## src/rtl/core/dmrhd_pkg.sv

```systemverilog
package dmrhd_pkg;

    // Field widths
    localparam int SPEED_W     = 9;
    localparam int TARGET_W    = 16;
    localparam int STEP_W      = 8;
    localparam int TICK_W      = 16;
    localparam int PWM_BITS_W  = 4;
    localparam int DUTY_W      = 14;
    localparam int MAG_W       = 8;
    localparam int PROD_W      = 22;
    localparam int CFG_ADDR_W  = 3;
    localparam int CFG_DATA_W  = 16;
    localparam int S_TDATA_W   = 40;
    localparam int S_TUSER_W   = 2;
    localparam int M_TDATA_W   = 56;

    localparam int SPEED_LIMIT  = 255;
    localparam logic [PWM_BITS_W-1:0] PWM_BITS_MAX = 4'd14;
    localparam logic [TICK_W-1:0]     TICK_SAT     = 16'hFFFF;

    // Reset values of the registers
    localparam logic [STEP_W-1:0]     RAMP_STEP_RST     = 8'd5;
    localparam logic [TICK_W-1:0]     RAMP_INTERVAL_RST = 16'd10;
    localparam logic [PWM_BITS_W-1:0] PWM_BITS_RST      = 4'd8;

    // Result beat layout, lowest bit up
    localparam int M_L_IN1   = 0;
    localparam int M_L_IN2   = 1;
    localparam int M_L_DUTY  = 2;
    localparam int M_R_IN1   = 16;
    localparam int M_R_IN2   = 17;
    localparam int M_R_DUTY  = 18;
    localparam int M_STBY    = 32;
    localparam int M_L_SPEED = 33;
    localparam int M_R_SPEED = 42;

    typedef enum logic [S_TUSER_W-1:0] {
        FUNC_TICK       = 2'd0,
        FUNC_SET_TARGET = 2'd1,
        FUNC_STANDBY    = 2'd2,
        FUNC_STOP       = 2'd3
    } func_t;

    typedef enum logic [CFG_ADDR_W-1:0] {
        CFG_RAMP_STEP     = 3'd0,
        CFG_RAMP_INTERVAL = 3'd1,
        CFG_INVERT_LEFT   = 3'd2,
        CFG_INVERT_RIGHT  = 3'd3,
        CFG_PWM_BITS      = 3'd4
    } cfg_addr_t;

    // Clamp a raw target to +-SPEED_LIMIT
    function automatic logic signed [SPEED_W-1:0] clamp_target(
        input logic signed [TARGET_W-1:0] v
    );
        logic signed [SPEED_W-1:0] res;
        if (v > TARGET_W'(SPEED_LIMIT)) begin
            res = SPEED_W'(SPEED_LIMIT);
        end else if (v < -TARGET_W'(SPEED_LIMIT)) begin
            res = -SPEED_W'(SPEED_LIMIT);
        end else begin
            res = v[SPEED_W-1:0];
        end
        return res;
    endfunction

    // Move cur toward goal by at most step
    function automatic logic signed [SPEED_W-1:0] ramp_toward(
        input logic signed [SPEED_W-1:0] cur,
        input logic signed [SPEED_W-1:0] goal,
        input logic [STEP_W-1:0]         step
    );
        logic signed [SPEED_W+1:0] up;
        logic signed [SPEED_W+1:0] dn;
        logic signed [SPEED_W+1:0] goal_x;
        logic signed [SPEED_W-1:0] res;
        goal_x = (SPEED_W+2)'(goal);
        up     = (SPEED_W+2)'(cur) + $signed({2'b00, step});
        dn     = (SPEED_W+2)'(cur) - $signed({2'b00, step});
        if (goal > cur) begin
            res = (up < goal_x) ? up[SPEED_W-1:0] : goal;
        end else if (goal < cur) begin
            res = (dn > goal_x) ? dn[SPEED_W-1:0] : goal;
        end else begin
            res = cur;
        end
        return res;
    endfunction

    // Floor of x / 255: shift-add estimate (never high, at most one low)
    // followed by one remainder check
    function automatic logic [DUTY_W-1:0] div_limit(input logic [PROD_W-1:0] x);
        logic [PROD_W-1:0] est_sum;
        logic [DUTY_W-1:0] q;
        logic [PROD_W-1:0] rem;
        est_sum = x + (x >> 8) + (x >> 16);
        q       = est_sum[PROD_W-1:8];
        rem     = x - (PROD_W'(q) << 8) + PROD_W'(q);
        if (rem >= PROD_W'(SPEED_LIMIT)) begin
            q = q + 1'b1;
        end
        return q;
    endfunction

endpackage

```

## src/rtl/core/dual_motor_ramp_hbridge_drive.sv

```systemverilog
// Throughput: one beat per cycle while the result side takes beats; three register stages
// (state update, duty product, divide by 255 into the output register), each stage holds
// while its successor is full and stalled.
// Reset (aresetn low, synchronous): registers back to defaults, speeds and goals zero,
// standby on, tick counter zero, all stages emptied.
module dual_motor_ramp_hbridge_drive (
    input  logic                               aclk,
    input  logic                               aresetn,
    // configuration write port
    input  logic                               cfg_wr_en,
    input  logic [dmrhd_pkg::CFG_ADDR_W-1:0]   cfg_wr_addr,
    input  logic [dmrhd_pkg::CFG_DATA_W-1:0]   cfg_wr_data,
    // command beats
    input  logic                               s_tvalid,
    output logic                               s_tready,
    // left_target[15:0], right_target[31:16], standby_request[32], zero pad
    input  logic [dmrhd_pkg::S_TDATA_W-1:0]    s_tdata,
    // func[1:0]
    input  logic [dmrhd_pkg::S_TUSER_W-1:0]    s_tuser,
    // result beats
    output logic                               m_tvalid,
    input  logic                               m_tready,
    // left_in1[0], left_in2[1], left_duty[15:2], right_in1[16], right_in2[17],
    // right_duty[31:18], standby_pin_level[32], left_speed_now[41:33],
    // right_speed_now[50:42], zero pad
    output logic [dmrhd_pkg::M_TDATA_W-1:0]    m_tdata
);
    import dmrhd_pkg::*;

    // configuration registers
    logic [STEP_W-1:0]     step_size_reg;
    logic [TICK_W-1:0]     ramp_interval_reg;
    logic                  invert_left_reg;
    logic                  invert_right_reg;
    logic [PWM_BITS_W-1:0] pwm_bits_reg;

    // motion state
    logic signed [SPEED_W-1:0] left_speed_reg, left_speed_next;
    logic signed [SPEED_W-1:0] right_speed_reg, right_speed_next;
    logic signed [SPEED_W-1:0] left_goal_reg, left_goal_next;
    logic signed [SPEED_W-1:0] right_goal_reg, right_goal_next;
    logic                      standby_reg, standby_next;
    logic [TICK_W-1:0]         elapsed_reg, elapsed_next;

    // pipeline
    logic v1_reg, v2_reg, v3_reg;
    logic rdy1, rdy2, rdy3;
    logic s_accept;

    logic signed [SPEED_W-1:0] l_spd1_reg, r_spd1_reg;
    logic                      stby1_reg;

    logic signed [SPEED_W-1:0] l_spd2_reg, r_spd2_reg;
    logic                      stby2_reg;
    logic                      l_in1_2_reg, l_in2_2_reg, r_in1_2_reg, r_in2_2_reg;
    logic [PROD_W-1:0]         l_prod2_reg, r_prod2_reg;

    logic signed [SPEED_W-1:0] l_spd3_reg, r_spd3_reg;
    logic                      stby3_reg;
    logic                      l_in1_3_reg, l_in2_3_reg, r_in1_3_reg, r_in2_3_reg;
    logic [DUTY_W-1:0]         l_duty3_reg, r_duty3_reg;

    // stage 2 drive terms
    logic signed [SPEED_W-1:0] l_drv, r_drv;
    logic [MAG_W-1:0]          l_mag, r_mag;
    logic [PWM_BITS_W-1:0]     bits_eff;
    logic [PROD_W-1:0]         l_prod, r_prod;

    // input fields
    func_t                     in_func;
    logic signed [TARGET_W-1:0] in_left_target, in_right_target;
    logic                      in_standby_req;
    logic [TICK_W-1:0]         elapsed_inc;
    logic                      ramp_now;

    assign in_func         = func_t'(s_tuser);
    assign in_left_target  = $signed(s_tdata[15:0]);
    assign in_right_target = $signed(s_tdata[31:16]);
    assign in_standby_req  = s_tdata[32];

    // stage ready chain: a stage takes a beat when empty or draining
    assign rdy3     = !v3_reg || m_tready;
    assign rdy2     = !v2_reg || rdy3;
    assign rdy1     = !v1_reg || rdy2;
    assign s_tready = rdy1;
    assign s_accept = s_tvalid && rdy1;

    // configuration writes
    always_ff @(posedge aclk) begin
        if (!aresetn) begin
            step_size_reg     <= RAMP_STEP_RST;
            ramp_interval_reg <= RAMP_INTERVAL_RST;
            invert_left_reg   <= 1'b0;
            invert_right_reg  <= 1'b0;
            pwm_bits_reg      <= PWM_BITS_RST;
        end else if (cfg_wr_en) begin
            unique case (cfg_addr_t'(cfg_wr_addr))
                CFG_RAMP_STEP:     step_size_reg     <= cfg_wr_data[STEP_W-1:0];
                CFG_RAMP_INTERVAL: ramp_interval_reg <= cfg_wr_data[TICK_W-1:0];
                CFG_INVERT_LEFT:   invert_left_reg   <= cfg_wr_data[0];
                CFG_INVERT_RIGHT:  invert_right_reg  <= cfg_wr_data[0];
                CFG_PWM_BITS:      pwm_bits_reg      <= cfg_wr_data[PWM_BITS_W-1:0];
                default: ;
            endcase
        end
    end

    // command decode and ramp step
    assign elapsed_inc = (elapsed_reg != TICK_SAT) ? elapsed_reg + 1'b1 : elapsed_reg;
    assign ramp_now    = !standby_reg && (elapsed_inc >= ramp_interval_reg);

    always_comb begin
        left_speed_next  = left_speed_reg;
        right_speed_next = right_speed_reg;
        left_goal_next   = left_goal_reg;
        right_goal_next  = right_goal_reg;
        standby_next     = standby_reg;
        elapsed_next     = elapsed_reg;
        unique case (in_func)
            FUNC_TICK: begin
                elapsed_next = elapsed_inc;
                if (ramp_now) begin
                    elapsed_next     = '0;
                    left_speed_next  = ramp_toward(left_speed_reg, left_goal_reg,
                                                   step_size_reg);
                    right_speed_next = ramp_toward(right_speed_reg, right_goal_reg,
                                                   step_size_reg);
                end
            end
            FUNC_SET_TARGET: begin
                left_goal_next  = clamp_target(in_left_target);
                right_goal_next = clamp_target(in_right_target);
            end
            FUNC_STANDBY: begin
                standby_next = in_standby_req;
                if (in_standby_req) begin
                    left_speed_next  = '0;
                    right_speed_next = '0;
                    left_goal_next   = '0;
                    right_goal_next  = '0;
                end
            end
            FUNC_STOP: begin
                left_speed_next  = '0;
                right_speed_next = '0;
                left_goal_next   = '0;
                right_goal_next  = '0;
            end
        endcase
    end

    always_ff @(posedge aclk) begin
        if (!aresetn) begin
            left_speed_reg  <= '0;
            right_speed_reg <= '0;
            left_goal_reg   <= '0;
            right_goal_reg  <= '0;
            standby_reg     <= 1'b1;
            elapsed_reg     <= '0;
        end else if (s_accept) begin
            left_speed_reg  <= left_speed_next;
            right_speed_reg <= right_speed_next;
            left_goal_reg   <= left_goal_next;
            right_goal_reg  <= right_goal_next;
            standby_reg     <= standby_next;
            elapsed_reg     <= elapsed_next;
        end
    end

    // stage 2: inversion, direction pins, magnitude times full scale
    assign bits_eff = (pwm_bits_reg > PWM_BITS_MAX) ? PWM_BITS_MAX : pwm_bits_reg;
    assign l_drv    = invert_left_reg  ? -l_spd1_reg : l_spd1_reg;
    assign r_drv    = invert_right_reg ? -r_spd1_reg : r_spd1_reg;
    assign l_mag    = l_drv[SPEED_W-1] ? MAG_W'(-l_drv) : l_drv[MAG_W-1:0];
    assign r_mag    = r_drv[SPEED_W-1] ? MAG_W'(-r_drv) : r_drv[MAG_W-1:0];
    // mag * (2^bits - 1) as a shift and subtract
    assign l_prod   = (PROD_W'(l_mag) << bits_eff) - PROD_W'(l_mag);
    assign r_prod   = (PROD_W'(r_mag) << bits_eff) - PROD_W'(r_mag);

    // valid bits
    always_ff @(posedge aclk) begin
        if (!aresetn) begin
            v1_reg <= 1'b0;
            v2_reg <= 1'b0;
            v3_reg <= 1'b0;
        end else begin
            if (rdy1) v1_reg <= s_tvalid;
            if (rdy2) v2_reg <= v1_reg;
            if (rdy3) v3_reg <= v2_reg;
        end
    end

    // stage payloads
    always_ff @(posedge aclk) begin
        if (s_accept) begin
            l_spd1_reg <= left_speed_next;
            r_spd1_reg <= right_speed_next;
            stby1_reg  <= standby_next;
        end
        if (v1_reg && rdy2) begin
            l_spd2_reg  <= l_spd1_reg;
            r_spd2_reg  <= r_spd1_reg;
            stby2_reg   <= stby1_reg;
            l_in1_2_reg <= !l_drv[SPEED_W-1] && (l_drv != '0);
            l_in2_2_reg <= l_drv[SPEED_W-1];
            r_in1_2_reg <= !r_drv[SPEED_W-1] && (r_drv != '0);
            r_in2_2_reg <= r_drv[SPEED_W-1];
            l_prod2_reg <= l_prod;
            r_prod2_reg <= r_prod;
        end
        if (v2_reg && rdy3) begin
            l_spd3_reg  <= l_spd2_reg;
            r_spd3_reg  <= r_spd2_reg;
            stby3_reg   <= stby2_reg;
            l_in1_3_reg <= l_in1_2_reg;
            l_in2_3_reg <= l_in2_2_reg;
            r_in1_3_reg <= r_in1_2_reg;
            r_in2_3_reg <= r_in2_2_reg;
            l_duty3_reg <= div_limit(l_prod2_reg);
            r_duty3_reg <= div_limit(r_prod2_reg);
        end
    end

    // result beat
    assign m_tvalid = v3_reg;
    assign m_tdata  = {5'b00000, r_spd3_reg, l_spd3_reg, !stby3_reg,
                       r_duty3_reg, r_in2_3_reg, r_in1_3_reg,
                       l_duty3_reg, l_in2_3_reg, l_in1_3_reg};

endmodule

```

## config.mk

```make
export PLATFORM = sky130hd
export DESIGN_NAME = dual_motor_ramp_hbridge_drive
export DESIGN_NICKNAME = d
export VERILOG_FILES = /design/src/rtl/core/dmrhd_pkg.sv /design/src/rtl/core/dual_motor_ramp_hbridge_drive.sv
export SDC_FILE = /design/constraint.sdc
export NUM_CORES = 1
export LEC_CHECK = 0
export BUFFER_PORTS_ARGS = -buffer_cell sky130_fd_sc_hd__buf_4
export CAP_MARGIN = 15
export CORE_UTILIZATION = 68
export CTS_CLUSTER_DIAMETER = 50
export DETAILED_ROUTE_END_ITERATION = 10
export PLACE_DENSITY = 0.88
export SETUP_SLACK_MARGIN = 0.05
export SYNTH_ARGS = -nofsm -noshare
export SYNTH_HDL_FRONTEND = slang
export SYNTH_SLANG_ARGS = --single-unit
```

## constraint.sdc

```tcl
create_clock -name aclk -period 19.7 [get_ports aclk]
set_clock_uncertainty 0.1 [all_clocks]
set_input_delay 0 -clock aclk [delete_from_list [all_inputs] [get_ports aclk]]
set_output_delay 0 -clock aclk [all_outputs]
set_load 0.05 [all_outputs]
```

* Word level (Yosys, flattened, before mapping) *
Cells that the tools add are included.

storage, ports and cells
  bits of input ports = 66
  register bits after elaboration = 223

cells by class
  shift-type cells = 2
  $add $sub $neg = 21
  reductions and logical operators = 28
  eq/ne operators = 9
  magnitude comparators = 16
  multiplexer cells = 31

operators with widths
  kind                                                                number
  2-to-1 mux 9 bit                                                    19
  case mux 9 bit (3 select lines)                                     4
  adder 22 x 14 -> 22 bit                                             4
  adder 22 x 6 -> 22 bit                                              2
  greater-or-equal comparator 22 x 8 -> 1 bit, second input constant  2
  << shifter 8 x 4 -> 22 bit                                          2
  subtractor 22 bit                                                   2
  subtractor 22 x 8 -> 22 bit                                         2
  greater-than comparator 16 x 9 -> 1 bit, second input constant      2
  < comparator 16 x 9 -> 1 bit, second input constant                 2
  2-to-1 mux 16 bit                                                   2
  adder 14 x 1 -> 14 bit, second input constant                       2
  2-to-1 mux 14 bit                                                   2
  adder 9 x 9 -> 10 bit                                               2
  greater-than comparator 10 x 9 -> 1 bit                             2
  < comparator 10 x 9 -> 1 bit                                        2
  subtractor 9 x 9 -> 10 bit                                          2
  greater-than comparator 9 bit                                       2
  < comparator 9 bit                                                  2
  negator 9 bit                                                       2
  nonzero test 9 bit                                                  2
  adder 16 x 1 -> 16 bit, second input constant                       1
  greater-or-equal comparator 16 bit                                  1
  2-to-1 mux 8 bit                                                    2
  19 further kinds                                                    40

* Depth between registers and ports, before layout *
  depth after elaboration = 7
  depth in mapped cells = 29
  gate-level depth less buffers = 28

* Worst setup path after synthesis *
No wires, ideal clock.

  kind = register -> register
  start = register l_prod2_reg[13]
  end = register l_duty3_reg[1] (data pin)
  path slack = 12.961 ns
  stages on the path, launching flop included = 29
  library setup time = 0.260 ns
  required time = 19.340 ns
  arrival = 6.379 ns
  path buffers = 1
  path through = edfxtp_1 > inv_1 > fa_1 > inv_1 > ha_1 > a2111oi_0 > nor2b_1 > o21ai_0 > o311ai_1 > a21o_1 > nor2_1 > o21bai_1 > and2_1 > ha_1 > inv_1 > fa_1 > inv_1 > ha_1 > a21o_1 > a21oi_1 > o21ai_0 > nand4_1 > o21ai_0 > o2111ai_1 > or3b_2 > xnor2_1 > a2111oi_2 > buf_2 > mux2_2

between the ends
  longest elaborated chain between the ends = 6
  elaborated cells between the ends (all ways) = 7
  classes of those cells = add/sub: 5; order compare: 1; mux: 1

ends and longest elaborated chain
  element                                      RTL line                              text
  from (decl)                                  dual_motor_ramp_hbridge_drive.sv:56   logic [PROD_W-1:0] l_prod2_reg, r_prod2_reg;
  from (signal assigned)                       dual_motor_ramp_hbridge_drive.sv:208  l_prod2_reg <= l_prod;
  adder 22 x 14 -> 22 bit                      dmrhd_pkg.sv:97                       est_sum = x + (x >> 8) + (x >> 16);
  adder 22 x 6 -> 22 bit                       dmrhd_pkg.sv:97
  subtractor 22 bit                            dmrhd_pkg.sv:99                       rem = x - (PROD_W'(q) << 8) + PROD_W'(q);
  adder 22 x 14 -> 22 bit                      dmrhd_pkg.sv:99
  greater-or-equal comparator 22 x 8 -> 1 bit  dmrhd_pkg.sv:100                      if (rem >= PROD_W'(SPEED_LIMIT)) begin
  2-to-1 mux 14 bit *                          dmrhd_pkg.sv:100
  to (signal assigned)                         dual_motor_ramp_hbridge_drive.sv:219  l_duty3_reg <= div_limit(l_prod2_reg);
  to (decl)                                    dual_motor_ramp_hbridge_drive.sv:61   logic [DUTY_W-1:0] l_duty3_reg, r_duty3_reg;

Mark *: on every way between the ends. The rest lies on a longest branch, timed or not.
A chain may end at the register's enable or synchronous reset.

* Final worst setup path *
  start = register l_prod2_reg[18]
  end = register l_duty3_reg[1] (data pin)

Same word-level chain as after synthesis.

==> out/metrics.csv <==
metric,value,unit
Post-Place Cell Area,0.0226,mm^2
"commonest non-fill, non-tap cells in the layout","inv_1 (248), ha_1 (241), nand2_1 (216), nor2_1 (168), a21oi_1 (140)",
failing checks,design-rule violations,
Syn-to-layout area delta,14.0,%
FF/Latch Area,0.00584,mm^2
sequential share of the synthesized area,27.1,%
via-per-instance ratio,6.61,
Starting Density,69.8,%
final WL,62.5,mm
#FFs+latches synth,223,
Post-Synthesis Cells,2533,
Synth area leader,edfxtp_1,
critical path capture point type,register,
H-tree Lvls,1,
Syn Area/Cell,8.50,um^2
DR iter-0 viols,2057,
FMAX,129,MHz
CP arrival,7930,ps
Fin Setup TNS,0,ps
Netlist cell types,114,
Vias,20600,
Tmin final,7730,ps
Hold WC Path Type,in -> reg,
number of global-route vias before repair,20200,
PostCTS Resize Cnt,0,
worst skew pair latency,580,ps
grt total ovfl,0,
CP startpoint kind,register,
fin area,0.0245,mm^2
Util after Layout,79.6,%
Num CTS Buffers,30,
Setup CP Type,reg -> reg,
Layout Nets,3034,
YS warnings,0,
row cnt,64,
Max Cap Viol,0,
"FFs w/ async S/R, synth",0,%
placed insts,2973,
GPL Wtd Cong,0.978,
number of flops mapped to enable cells by yosys,137,
P_leak,10.3,nW
share of post-route cells with drive strength above 1,9.10,%
worst vdd ir,69.6,uV
Post-Syn Area,0.0215,mm^2
largest net degree at the start of global routing,86,
DRT Pass-1 Iters,9,
DRC viols,7,
Rel. slew slack,24.2,%
status,"finished, violations left",
"commonest non-fill, non-tap cell in the layout",inv_1,
# fillers,1971,
first-pass GRT wire length,101,mm
Slew @ Worst Pin,1130,ps
CTS root buf,clkbuf_16,
fin crit share,39.2,%
postcts setup bufs,0,
detailed-placement wirelength estimate,43.5,mm
top_reg_cell synth,edfxtp_1,
Final Non-Filler Cells,3122,
fin. max-slew vios,0,
core area,0.0308,mm^2
multi-input logic area,0.0144,mm^2
CTS tree,built,
Total Routing Usage GR,37.9,%
synth top area cells,"edfxtp_1 (19%), ha_1 (14%), dfxtp_1 (8.0%), xnor2_1 (4.4%), inv_1 (4.3%)",
full die area,0.0324,mm^2
CTS clock-pin slew for the worst setup and hold paths,60,ps
# setup viols final,0,
Synth top area share,19.1,%
P per Cell Area,76.9,mW/mm^2
clock sink count,223,
RSZ-0062 raised after global routing,false,
Clock Tree Buf Depth,3,
DRT antenna net count,0,
I/O Pins,124,
number of buffers added on ports,111,
CTS Hold Bufs,92,
worst path required time,19900,ps
endpoints failing hold,0,
Die X,180,um
crit path max fanout,14,
Die H,180,um
per-cell routed wire length,20.0,um
total power,0.00189,W
antenna violations before repair,1,
logic make-up (layout without fill, tap and decap cells):
kind of cell / count (synthesis) / count (layout) / synth area share, %
adders and majority gates: 267 / 267 / 16.4
and+or+nand+nor: 803 / 803 / 19.0
buffers and inverters: 337 / 525 / 6.15
xor gates and xnor gates: 163 / 163 / 6.67
DFF: 223 / 223 / 27.1
muxes: 53 / 53 / 2.59
AOI/OAI and AO/OA: 686 / 686 / 22.1
other: 1 / 6 / 0.0174
where the power goes:
| group | switching, W | internal, W | leakage (nW) |
|---|---|---|---|
| logic | 0.000487 | 0.000326 | 7.84 |
| registers | 0.0000185 | 0.000524 | 1.99 |
| clock network | 0.000227 | 0.000305 | 0.476 |
critical path: stages, from the launching register on:
cell	delay, ps
edfxtp_1	490
inv_1	160
fa_1	520
inv_1	50
ha_1	270
nand2b_1	50
o21bai_1	150
a21oi_1	110
o311ai_1	570
a21o_1	210
nor2_1	70
o21bai_1	300
and3_1	230
nand2_1	90
inv_1	90
and4_1	270
xnor2_1	200
fa_1	480
ha_1	420
and3_1	180
nand4_1	80
o21ai_0	600
nor3_1	150
or3b_2	490
xnor2_1	150
a2111oi_2	350
buf_4	270
mux2_2	350
layout make-up:
cell class                 instances  share of cell area (%)
multi-input combinational       1977                    58.8
clock buffer                      35                    3.18
tap                              396                    2.02
clock inverter                    21                   0.826
sequential                       223                    23.8
inverter                         252                    3.86
timing repair buffer             217                    7.58
antenna                            1                  0.0102
synthesized netlist by cell type (57+ instances only):
master and instances:
nor3_1 65, nor2_1 168, edfxtp_1 137, ha_1 241, a21oi_1 141, nand2_1 216, nor2b_1 57, a21boi_0 61
inv_1 248, clkbuf_1 57, xnor2_1 109, dfxtp_1 86, o21ai_0 127, nand3_1 83
per-layer routing:
metal	vias up	part of all wire (%)	GRT usage, %	routed length [um]
met5	-	0	0	0
li1	9534	-	-	-
met2	1119	47	64.7	29300
met3	338	7.3	5.79	4590
met4	0	6.5	23.0	4080
met1	9654	39	44.9	24500
final timing paths:
path,from,endpoint,slack [ps],cells past startpoint
setup / recovery,l_prod2_reg[18]$_DFFE_PP_,l_duty3_reg[1]$_DFFE_PP_,11970,27
hold reg to reg,l_in1_2_reg$_DFFE_PP_,l_in1_3_reg$_DFFE_PP_,320,0
setup reg to reg,l_prod2_reg[18]$_DFFE_PP_,l_duty3_reg[1]$_DFFE_PP_,11970,27
hold / removal,s_tdata[28],right_goal_reg[2]$_SDFFE_PN0P_,110,7
stage by stage:
| step | hold WS (ps) | setup WS, ps |
|---|---|---|
| final | 111 | 11970 |
| after global routing | 162 | 11570 |
| after CTS | 64.3 | 12100 |
| after detailed placement | 173 | 12160 |
| after global placement | 162 | 12310 |
| after floorplan | 24.0 | 12960 |
(Power assumes the default switching activity.)
